[src/design/ccs_pkg.sv]
// Package for the C comment stripper: character codes, payload types and
// result queue sizing. No dependencies; used by the top level and the testbench.
`default_nettype none

package ccs_pkg;

   localparam logic [7:0] CH_SLASH   = 8'h2F;
   localparam logic [7:0] CH_STAR    = 8'h2A;
   localparam logic [7:0] CH_NEWLINE = 8'h0A;
   localparam logic [7:0] CH_SPACE   = 8'h20;

   // result queue: two slots per request plus slack for one-per-cycle flow
   localparam int unsigned QUEUE_DEPTH = 4;
   localparam int unsigned QUEUE_AW    = $clog2(QUEUE_DEPTH);

   typedef struct packed {
      logic [7:0] in_byte;
      logic       end_of_input;
   } req_type;

   typedef struct packed {
      logic [7:0] out_byte;
      logic       byte_valid;
      logic       last;
   } rsp_type;

endpackage

`default_nettype wire

[src/design/ccs_if.sv]
// Valid/ready channel interfaces for the C comment stripper.
// Does not depend on ccs_pkg; field widths match the ccs_pkg payload types.
`default_nettype none

interface ccs_req_if;
   logic       valid;
   logic       ready;
   logic [7:0] in_byte;
   logic       end_of_input;

   modport source (output valid, output in_byte, output end_of_input, input ready);
   modport sink   (input valid, input in_byte, input end_of_input, output ready);
endinterface

interface ccs_rsp_if;
   logic       valid;
   logic       ready;
   logic [7:0] out_byte;
   logic       byte_valid;
   logic       last;

   modport source (output valid, output out_byte, output byte_valid, output last,
                   input ready);
   modport sink   (input valid, input out_byte, input byte_valid, input last,
                   output ready);
endinterface

`default_nettype wire

[src/design/c_comment_stripper_top.sv]
// C comment stripper top level: input register, per-byte decode, result queue.
// Depends on ccs_pkg and the ccs_req_if / ccs_rsp_if interfaces.
//
//   channel  | dir | payload                          | handshake
//   req_ch   | in  | in_byte[7:0], end_of_input       | valid/ready
//   rsp_ch   | out | out_byte[7:0], byte_valid, last  | valid/ready
//
// A request is registered, then decoded combinationally against the comment mode
// and held-marker registers, producing zero, one or two results into a
// four-entry queue whose head is presented on rsp_ch.
// One request per cycle is sustained while rsp_ch is ready and each request yields
// at most one result; a request that yields two results adds two queue entries.
// Reset (synchronous) clears mode, held marker, input valid and the queue.
// rsp_ch stalls back up through the queue; decode waits for two free slots.
`default_nettype none

module c_comment_stripper_top (
   input  wire            clock,
   input  wire            reset,
   ccs_req_if.sink        req_ch,
   ccs_rsp_if.source      rsp_ch
);

   typedef enum logic [1:0] {
      MODE_NONE  = 2'd0,
      MODE_LINE  = 2'd1,
      MODE_BLOCK = 2'd2
   } mode_type;

   localparam int unsigned AW = ccs_pkg::QUEUE_AW;

   // input register
   logic              in_valid_ff;
   ccs_pkg::req_type  in_ff;

   // stripper state
   mode_type          mode_ff, mode_in;
   logic              held_ff, held_in;

   // result queue
   ccs_pkg::rsp_type  queue_ff [ccs_pkg::QUEUE_DEPTH];
   logic [AW-1:0]     wr_ptr_ff, rd_ptr_ff;
   logic [AW:0]       count_ff;

   ccs_pkg::rsp_type  res0, res1;
   logic [1:0]        push_n;
   logic              advance;
   logic              pop;
   logic [AW-1:0]     wr_ptr_next;

   assign advance = in_valid_ff &&
                    (count_ff <= (AW+1)'(ccs_pkg::QUEUE_DEPTH - 2));
   assign pop     = rsp_ch.valid && rsp_ch.ready;
   assign req_ch.ready = !in_valid_ff || advance;

   assign wr_ptr_next = wr_ptr_ff + AW'(1);

   always_comb begin
      mode_in = mode_ff;
      held_in = held_ff;
      push_n  = 2'd0;
      res0    = '{out_byte: 8'h00, byte_valid: 1'b0, last: 1'b0};
      res1    = '{out_byte: 8'h00, byte_valid: 1'b0, last: 1'b0};
      if (in_ff.end_of_input) begin
         push_n = 2'd1;
         // flush a held slash outside comments
         if (held_ff && (mode_ff != MODE_LINE) && (mode_ff != MODE_BLOCK)) begin
            res0 = '{out_byte: ccs_pkg::CH_SLASH, byte_valid: 1'b1, last: 1'b1};
         end else begin
            res0 = '{out_byte: 8'h00, byte_valid: 1'b0, last: 1'b1};
         end
         mode_in = MODE_NONE;
         held_in = 1'b0;
      end else begin
         unique case (mode_ff)
            MODE_LINE: begin
               if (in_ff.in_byte == ccs_pkg::CH_NEWLINE) begin
                  push_n  = 2'd1;
                  res0    = '{out_byte: ccs_pkg::CH_NEWLINE, byte_valid: 1'b1,
                              last: 1'b0};
                  mode_in = MODE_NONE;
               end
               held_in = 1'b0;
            end
            MODE_BLOCK: begin
               if (held_ff && in_ff.in_byte == ccs_pkg::CH_SLASH) begin
                  mode_in = MODE_NONE;
                  held_in = 1'b0;
               end else begin
                  if (in_ff.in_byte == ccs_pkg::CH_NEWLINE) begin
                     push_n = 2'd1;
                     res0   = '{out_byte: ccs_pkg::CH_NEWLINE, byte_valid: 1'b1,
                                last: 1'b0};
                  end
                  held_in = (in_ff.in_byte == ccs_pkg::CH_STAR);
               end
            end
            default: begin
               // outside comments; the unused mode code behaves the same
               mode_in = MODE_NONE;
               held_in = 1'b0;
               if (held_ff) begin
                  push_n = 2'd1;
                  if (in_ff.in_byte == ccs_pkg::CH_SLASH) begin
                     res0    = '{out_byte: ccs_pkg::CH_SPACE, byte_valid: 1'b1,
                                 last: 1'b0};
                     mode_in = MODE_LINE;
                  end else if (in_ff.in_byte == ccs_pkg::CH_STAR) begin
                     res0    = '{out_byte: ccs_pkg::CH_SPACE, byte_valid: 1'b1,
                                 last: 1'b0};
                     mode_in = MODE_BLOCK;
                  end else begin
                     // release the held slash, then the byte itself
                     push_n = 2'd2;
                     res0   = '{out_byte: ccs_pkg::CH_SLASH, byte_valid: 1'b1,
                                last: 1'b0};
                     res1   = '{out_byte: in_ff.in_byte, byte_valid: 1'b1,
                                last: 1'b0};
                  end
               end else if (in_ff.in_byte == ccs_pkg::CH_SLASH) begin
                  held_in = 1'b1;
               end else begin
                  push_n = 2'd1;
                  res0   = '{out_byte: in_ff.in_byte, byte_valid: 1'b1, last: 1'b0};
               end
            end
         endcase
      end
   end

   always_ff @(posedge clock) begin
      if (reset) begin
         in_valid_ff <= 1'b0;
         mode_ff     <= MODE_NONE;
         held_ff     <= 1'b0;
         wr_ptr_ff   <= '0;
         rd_ptr_ff   <= '0;
         count_ff    <= '0;
      end else begin
         if (req_ch.ready) begin
            in_valid_ff <= req_ch.valid;
         end
         if (advance) begin
            mode_ff   <= mode_in;
            held_ff   <= held_in;
            wr_ptr_ff <= wr_ptr_ff + AW'(push_n);
         end
         if (pop) begin
            rd_ptr_ff <= rd_ptr_ff + AW'(1);
         end
         count_ff <= count_ff + (advance ? (AW+1)'(push_n) : '0)
                     - (pop ? (AW+1)'(1) : '0);
      end
   end

   // payload registers, no reset
   always_ff @(posedge clock) begin
      if (req_ch.ready && req_ch.valid) begin
         in_ff.in_byte      <= req_ch.in_byte;
         in_ff.end_of_input <= req_ch.end_of_input;
      end
      if (advance && push_n != 2'd0) begin
         queue_ff[wr_ptr_ff] <= res0;
      end
      if (advance && push_n == 2'd2) begin
         queue_ff[wr_ptr_next] <= res1;
      end
   end

   assign rsp_ch.valid      = (count_ff != '0);
   assign rsp_ch.out_byte   = queue_ff[rd_ptr_ff].out_byte;
   assign rsp_ch.byte_valid = queue_ff[rd_ptr_ff].byte_valid;
   assign rsp_ch.last       = queue_ff[rd_ptr_ff].last;

endmodule

`default_nettype wire

[src/flat_wrapper.sv]
// flat-port wrapper written by rule: the top's interface ports become plain ports
module c_comment_stripper_top_flat 
  (clock, reset, req_ch_valid, req_ch_in_byte, req_ch_end_of_input, req_ch_ready, rsp_ch_valid, rsp_ch_out_byte, rsp_ch_byte_valid, rsp_ch_last, rsp_ch_ready);
  ccs_req_if req_ch_i ();
  ccs_rsp_if rsp_ch_i ();
  input  wire clock;
  input  wire reset;
  input wire logic [$bits(req_ch_i.valid)-1:0] req_ch_valid;
  input wire logic [$bits(req_ch_i.in_byte)-1:0] req_ch_in_byte;
  input wire logic [$bits(req_ch_i.end_of_input)-1:0] req_ch_end_of_input;
  output wire logic [$bits(req_ch_i.ready)-1:0] req_ch_ready;
  output wire logic [$bits(rsp_ch_i.valid)-1:0] rsp_ch_valid;
  output wire logic [$bits(rsp_ch_i.out_byte)-1:0] rsp_ch_out_byte;
  output wire logic [$bits(rsp_ch_i.byte_valid)-1:0] rsp_ch_byte_valid;
  output wire logic [$bits(rsp_ch_i.last)-1:0] rsp_ch_last;
  input wire logic [$bits(rsp_ch_i.ready)-1:0] rsp_ch_ready;
  assign req_ch_i.valid = req_ch_valid;
  assign req_ch_i.in_byte = req_ch_in_byte;
  assign req_ch_i.end_of_input = req_ch_end_of_input;
  assign req_ch_ready = req_ch_i.ready;
  assign rsp_ch_valid = rsp_ch_i.valid;
  assign rsp_ch_out_byte = rsp_ch_i.out_byte;
  assign rsp_ch_byte_valid = rsp_ch_i.byte_valid;
  assign rsp_ch_last = rsp_ch_i.last;
  assign rsp_ch_i.ready = rsp_ch_ready;
  c_comment_stripper_top u_core (.clock(clock), .reset(reset), .req_ch(req_ch_i), .rsp_ch(rsp_ch_i));
endmodule
[config.mk]
export PLATFORM = sky130hd
export DESIGN_NAME = c_comment_stripper_top_flat
export DESIGN_NICKNAME = d
export VERILOG_FILES = /design/src/design/ccs_pkg.sv /design/src/design/ccs_if.sv /design/src/design/c_comment_stripper_top.sv /design/src/flat_wrapper.sv
export SDC_FILE = /design/constraint.sdc
export NUM_CORES = 1
export LEC_CHECK = 0
export BUFFER_PORTS_ARGS = -buffer_cell sky130_fd_sc_hd__buf_2
export CORE_ASPECT_RATIO = 1.1
export CORE_MARGIN = 5
export CORE_UTILIZATION = 60
export DETAILED_ROUTE_END_ITERATION = 6
export PLACE_DENSITY_LB_ADDON = 0.12
export SETUP_SLACK_MARGIN = 0.5
export SKIP_CTS_REPAIR_TIMING = 1
export SLEW_MARGIN = 20
export SYNTH_ARGS = -nofsm -noshare
export SYNTH_HDL_FRONTEND = slang
export SYNTH_SLANG_ARGS = --single-unit
export TNS_END_PERCENT = 50
[constraint.sdc]
create_clock -name clock -period 4.09 [get_ports clock]
set_input_delay 0.2045 -clock clock [delete_from_list [all_inputs] [get_ports clock]]
set_output_delay 0.2045 -clock clock [all_outputs]
set_load 0.02 [all_outputs]
After elaboration in Yosys (flattened, before gate mapping)
Memories as Yosys holds them, arrays and structs flattened. A register that Yosys moved wholly into a read port is not among the register bits.
Cells that the tools add are included.

cells by class
  order comparisons = 1
  muxes and demuxes = 42
  eq/ne operators = 10
  $add $sub $neg = 5
  reduce and logical (&&, ||, !) cells = 14

operators with widths
  cell                                                                               number
  10-bit two-way mux                                                                 10
  2-bit two-way mux                                                                  14
  10-bit one-hot mux with 2 select lines                                             1
  8-bit by 6-bit == test with 1-bit output (second input constant)                   2
  6-bit two-way mux                                                                  2
  1-bit two-way mux                                                                  11
  8-bit by 4-bit == test with 1-bit output (second input constant)                   1
  1-bit logical AND                                                                  8
  8-bit two-way mux                                                                  1
  2-bit one-hot mux with 2 select lines                                              2
  3-bit by 1-bit != test with 1-bit output (second input constant)                   2
  2-bit by 1-bit adder with 2-bit output (second input constant)                     2
  2-bit == test (second input constant)                                              2
  3-bit adder                                                                        1
  3-bit by 2-bit less-or-equal comparator with 1-bit output (second input constant)  1
  3-bit AND reduction                                                                1
  3-bit nonzero test                                                                 1
  3-bit subtractor                                                                   1
  2-bit adder                                                                        1
  2-bit by 1-bit == test with 1-bit output (second input constant)                   1
  2-bit by 1-bit != test with 1-bit output (second input constant)                   1
  2-bit != test (second input constant)                                              1
  1-bit one-hot mux with 2 select lines                                              1
  2-bit nonzero test                                                                 1
  other kinds (3)                                                                    3

storage, ports and cells
  memories kept = 1
  register bits after elaboration = 20
  memory bits (writable) = 40
  output and inout port bits = 12
  input port bits = 13
  word-level logic and storage cells = 81

memory list
  name             words  width  read ports  clocked after Yosys merged registers in  wr ports  line                          RTL
  u_core.queue_ff  4      10     1           1                                        2         c_comment_stripper_top.sv:41  ccs_pkg::rsp_type queue_ff [ccs_pkg::QUEUE_DEPTH];

Longest topological paths before layout
  word-level depth = 10
  depth in mapped cells = 11
  depth with buffers taken out = 10

Worst setup path before layout
Ideal clock, no wire load.

  path kind = reg-to-reg
  from = register u_core.in_ff[5] in the netlist's numbering
  to = memory u_core.queue_ff[1][1] in the netlist's numbering (enable)
  required time = 3703 ps
  arrival = 2131 ps
  library setup time = 387 ps
  path buffers = 0
  setup slack = 1572 ps
  period minus slack after synthesis = 2518 ps
  cell stages (with the launch flop) = 6
  cell sequence = edfxtp_1 -> nor4b_4 -> nand4b_2 -> o31ai_1 -> nor2_1 -> o21ai_0

RTL lines
  item             line                          RTL
  start, declared  c_comment_stripper_top.sv:34  ccs_pkg::req_type in_ff;
  end, declared    c_comment_stripper_top.sv:41

==> impl_metrics.json <==
{
  "power.switching_w": 0.000548,
  "synth_cells": 292,
  "drc": 0,
  "status": "completed",
  "grt_overflow_total": 0,
  "synth_cell_type_count": 50,
  "power_density_nw_per_um2": 476,
  "io_buffers": 24,
  "rrSetupSlack_ps": 980,
  "synth_compound_area_frac": 0.168,
  "commonest_cells_in_the_synthesized_netlist": "sky130_fd_sc_hd__edfxtp_1 (45), sky130_fd_sc_hd__nor2_1 (23), sky130_fd_sc_hd__nand2_1 (21), sky130_fd_sc_hd__dfxtp_1 (17), sky130_fd_sc_hd__o21ai_0 (15)",
  "die-width_um": 80.5,
  "path_clk_slew_ps": 70,
  "post-synth-top-count-cell": "sky130_fd_sc_hd__edfxtp_1",
  "dp_hpwl_um": 5250,
  "layout_worst_path_cycle_share": 0.759,
  "area_growth_pct": 9.11,
  "combPwrFrac": 0.257,
  "clock_power_share": 0.252,
  "tns_ps": 0,
  "whs_path_depth": 1,
  "combinational_family_with_the_most_area_after_synthesis": "compound AO/OA/AOI/OAI gates",
  "grt_pass1_wl_um": 12000,
  "avgSynthCellArea_um2": 11.2,
  "grtUsageTotal": 0.231,
  "ir_drop_mv": 0.296,
  "root_buffer": "sky130_fd_sc_hd__clkbuf_8",
  "swShare": 0.322,
  "cell_internal_pwr_w": 0.00116,
  "max_cap_viol_count": 0,
  "cts.htree.levels": 3,
  "yosys_warnings": 0,
  "worst_r2r_path_depth": 6,
  "start_util": 0.612,
  "min_delay_worst_endpoint": "u_core.in_ff[0]",
  "syn-num-nets": 312,
  "number_of_antenna_violations_at_the_first_check_in_global_routing": 0,
  "post-route-util": 0.668,
  "routed_wire_length_per_instance_um": 18.5,
  "synthXorXnorAreaFrac": 0.0160,
  "yosys.area_share.adder": 0.0290,
  "tritoncts_clock_tree": "built",
  "fraction_of_final_layout_cells_sized_beyond_drive_strength_1": 0.191,
  "detail_route.vias_per_cell": 6.38,
  "p_seq_frac": 0.491,
  "timing_worst_slew_pin_value_ps": 992,
  "routed_wl_um": 7190,
  "post_synth_mux_area_share": 0.0747,
  "clock_sink_count": 62,
  "ys_flop_type": "sky130_fd_sc_hd__edfxtp_1",
  "required_time_at_the_worst_slack_endpoint_ps": 4050,
  "mappedNetlistArea_um2": 3280,
  "synth.largest_area_cell": "sky130_fd_sc_hd__edfxtp_1",
  "synth_top_cells_by_area": "sky130_fd_sc_hd__edfxtp_1 (41%), sky130_fd_sc_hd__dfxtp_1 (10%), sky130_fd_sc_hd__mux4_2 (6.9%)",
  "grt_max_degree": 17,
  "yosysSeqAreaShare": 0.515,
  "drt-initial-drc-count": 265,
  "finalCriticalPeriod_ps": 3110,
  "drt.antenna.violating_nets": 0,
  "synth-seq-cells": 62,
  "detail_route.first_pass.iterations": 5,
  "clk_path_buf_depth": 2,
  "sort_of_element_at_the_start_of_the_critical_path": "register",
  "timing.clock.skew_ps": 6.87,
  "die_span_in_y_um": 87.6,
  "routed-via-count": 2480,
  "synth-async-reset-ratio": 0,
  "hold_path.startpoint": "req_ch_end_of_input",
  "worst_hold_path_type": "input port to register",
  "number_of_hold_violations_in_the_final_report": 0,
  "gp_congestion": 0.950,
  "synth_edf_count": 45,
  "fin_nets": 330,
  "r2r_start": "u_core.mode_ff[0]",
  "synth-simple-area-share": 0.160,
  "placeable_core_region_um2": 5360,
  "largest_fanout_of_any_net_on_the_critical_path": 11,
  "pin_count": 25,
  "design.die.area_um2": 7050,
  "cts_buffers": 9,
  "r2r-end": "u_core.queue_ff[0][3]",
  "timing_max_transition_violations_final": 0,
  "post-synth-top-area-fraction": 0.412,
  "critical_path_arrival_ps": 3060,
  "clk_latency_ps": 340,
  "critical_path_sink_type": "register",
  "diodes": 0,
  "grt_pass1_vias": 2395,
  "grt_setup_unrepaired": "false",
  "setup_violations": 0,
  "placed_cells_incl_taps": 374,
  "timing.setup.critical_path_class": "register to register",
  "max_freq_ghz": 0.322,
  "leakage_nw": 1.25,
  "finalNonFillerCells": 389,
  "slew_headroom": 0.338,
  "core.rowCount": 28
}
## metal layers
layer	wire, um	global-route usage	part of all wire
met2	3550	0.373	0.49
met4	273	0.140	0.038
met5	0	0	0
met3	440	0.0391	0.061
met1	2930	0.290	0.41
## how the worst max path moves through the flow
| stage | start | endpoint | slack, ps | cells past startpoint |
|---|---|---|---|---|
| 2_1_floorplan | u_core.in_ff[5] | u_core.queue_ff[1][1] | 1570 | 5 |
| 3_3_place_gp | u_core.mode_ff[0] | u_core.queue_ff[0][3] | 1150 | 6 |
| 3_5_place_dp | u_core.mode_ff[0] | u_core.queue_ff[0][3] | 1020 | 6 |
| 4_1_cts | u_core.mode_ff[0] | u_core.queue_ff[0][7] | 1010 | 6 |
| 5_1_grt | u_core.mode_ff[0] | u_core.queue_ff[0][7] | 760 | 6 |
| 6_report | u_core.mode_ff[0] | u_core.queue_ff[0][3] | 980 | 6 |
## per-stage QoR
stage	area, um2	power [W]	setup slack [ps]	hold slack (ps)
2_1_floorplan	3280	0.00117	1570	276
3_3_place_gp	3430	0.00128	1150	381
3_5_place_dp	3430	0.00129	1020	383
4_1_cts	3580	0.00172	1010	28.3
5_1_grt	3580	0.00181	763	32.9
6_report	3580	0.00170	984	39.9
## worst max-delay path, cell delays in order (launching register included)
cell,delay (ps)
sky130_fd_sc_hd__dfxtp_1,340
sky130_fd_sc_hd__inv_1,60
sky130_fd_sc_hd__ha_1,440
sky130_fd_sc_hd__nor2b_1,550
sky130_fd_sc_hd__and2_1,330
sky130_fd_sc_hd__nand2_1,190
sky130_fd_sc_hd__a22oi_1,830
## area by class of cell
cell class | instances | area [um2]
fillers | 437 | 1780
flip-flops and latches | 62 | 1690
multi-input cells | 200 | 1470
repair buffers | 25 | 128
clock buffers | 9 | 124
well taps | 75 | 93.8
inverters | 12 | 45.0
clock inverters | 6 | 30.0
## flip-flops by register name, indices dropped and copies added (netlist names), named ones only
register            flops
u_core.count_ff         3
u_core.held_ff          1
u_core.in_ff            9
u_core.in_valid_ff      1
u_core.mode_ff          2
u_core.queue_ff        40
u_core.rd_ptr_ff        2
u_core.wr_ptr_ff        2
## cell families after synthesis
logic type / after synthesis
XOR/XNOR: 6
flip-flops: 62
multiplexers: 12
buffers and inverters: 30
AO/OA/AOI/OAI: 76
adder cells (fa/ha/maj): 7
AND/OR/NAND/NOR: 99
## layout by cell type, fill, tap and decap left out, types with 2 or more instances in the layout
master and count:
sky130_fd_sc_hd__xnor2_1 4, sky130_fd_sc_hd__mux2i_1 2, sky130_fd_sc_hd__and3_1 4, sky130_fd_sc_hd__buf_2 24, sky130_fd_sc_hd__o21a_1 2, sky130_fd_sc_hd__nor3_1 2, sky130_fd_sc_hd__nor2b_1 7, sky130_fd_sc_hd__nand3_1 13
sky130_fd_sc_hd__o22ai_1 9, sky130_fd_sc_hd__a31oi_1 2, sky130_fd_sc_hd__inv_1 12, sky130_fd_sc_hd__nand4_1 10, sky130_fd_sc_hd__a311oi_1 2, sky130_fd_sc_hd__edfxtp_1 45, sky130_fd_sc_hd__a21oi_1 12, sky130_fd_sc_hd__o31ai_1 4
sky130_fd_sc_hd__ha_1 6, sky130_fd_sc_hd__a22o_2 2, sky130_fd_sc_hd__o221ai_2 2, sky130_fd_sc_hd__clkinv_2 3, sky130_fd_sc_hd__and2_1 7, sky130_fd_sc_hd__clkinv_1 2, sky130_fd_sc_hd__clkbuf_8 9, sky130_fd_sc_hd__o21ai_2 4
sky130_fd_sc_hd__o21ai_0 15, sky130_fd_sc_hd__mux4_2 10, sky130_fd_sc_hd__nand2b_1 2, sky130_fd_sc_hd__dfxtp_1 17, sky130_fd_sc_hd__nand2_1 21, sky130_fd_sc_hd__a22o_1 6, sky130_fd_sc_hd__nor2_1 23, sky130_fd_sc_hd__a41oi_1 2
sky130_fd_sc_hd__o2bb2ai_1 4, sky130_fd_sc_hd__xor2_1 2, sky130_fd_sc_hd__a21o_1 2, sky130_fd_sc_hd__o211ai_1 3, sky130_fd_sc_hd__or3_1 3
## power groups by stage
stage | Combinational [W] | Clock (W) | Sequential [W]
3_3_place_gp | 0.000433 | 0 | 0.000850
3_5_place_dp | 0.000440 | 0 | 0.000853
6_report | 0.000437 | 0.000430 | 0.000838
4_1_cts | 0.000443 | 0.000438 | 0.000840
5_1_grt | 0.000483 | 0.000475 | 0.000854
2_1_floorplan | 0.000383 | 0 | 0.000789
No activity file was read; power rests on OpenSTA's default activity.
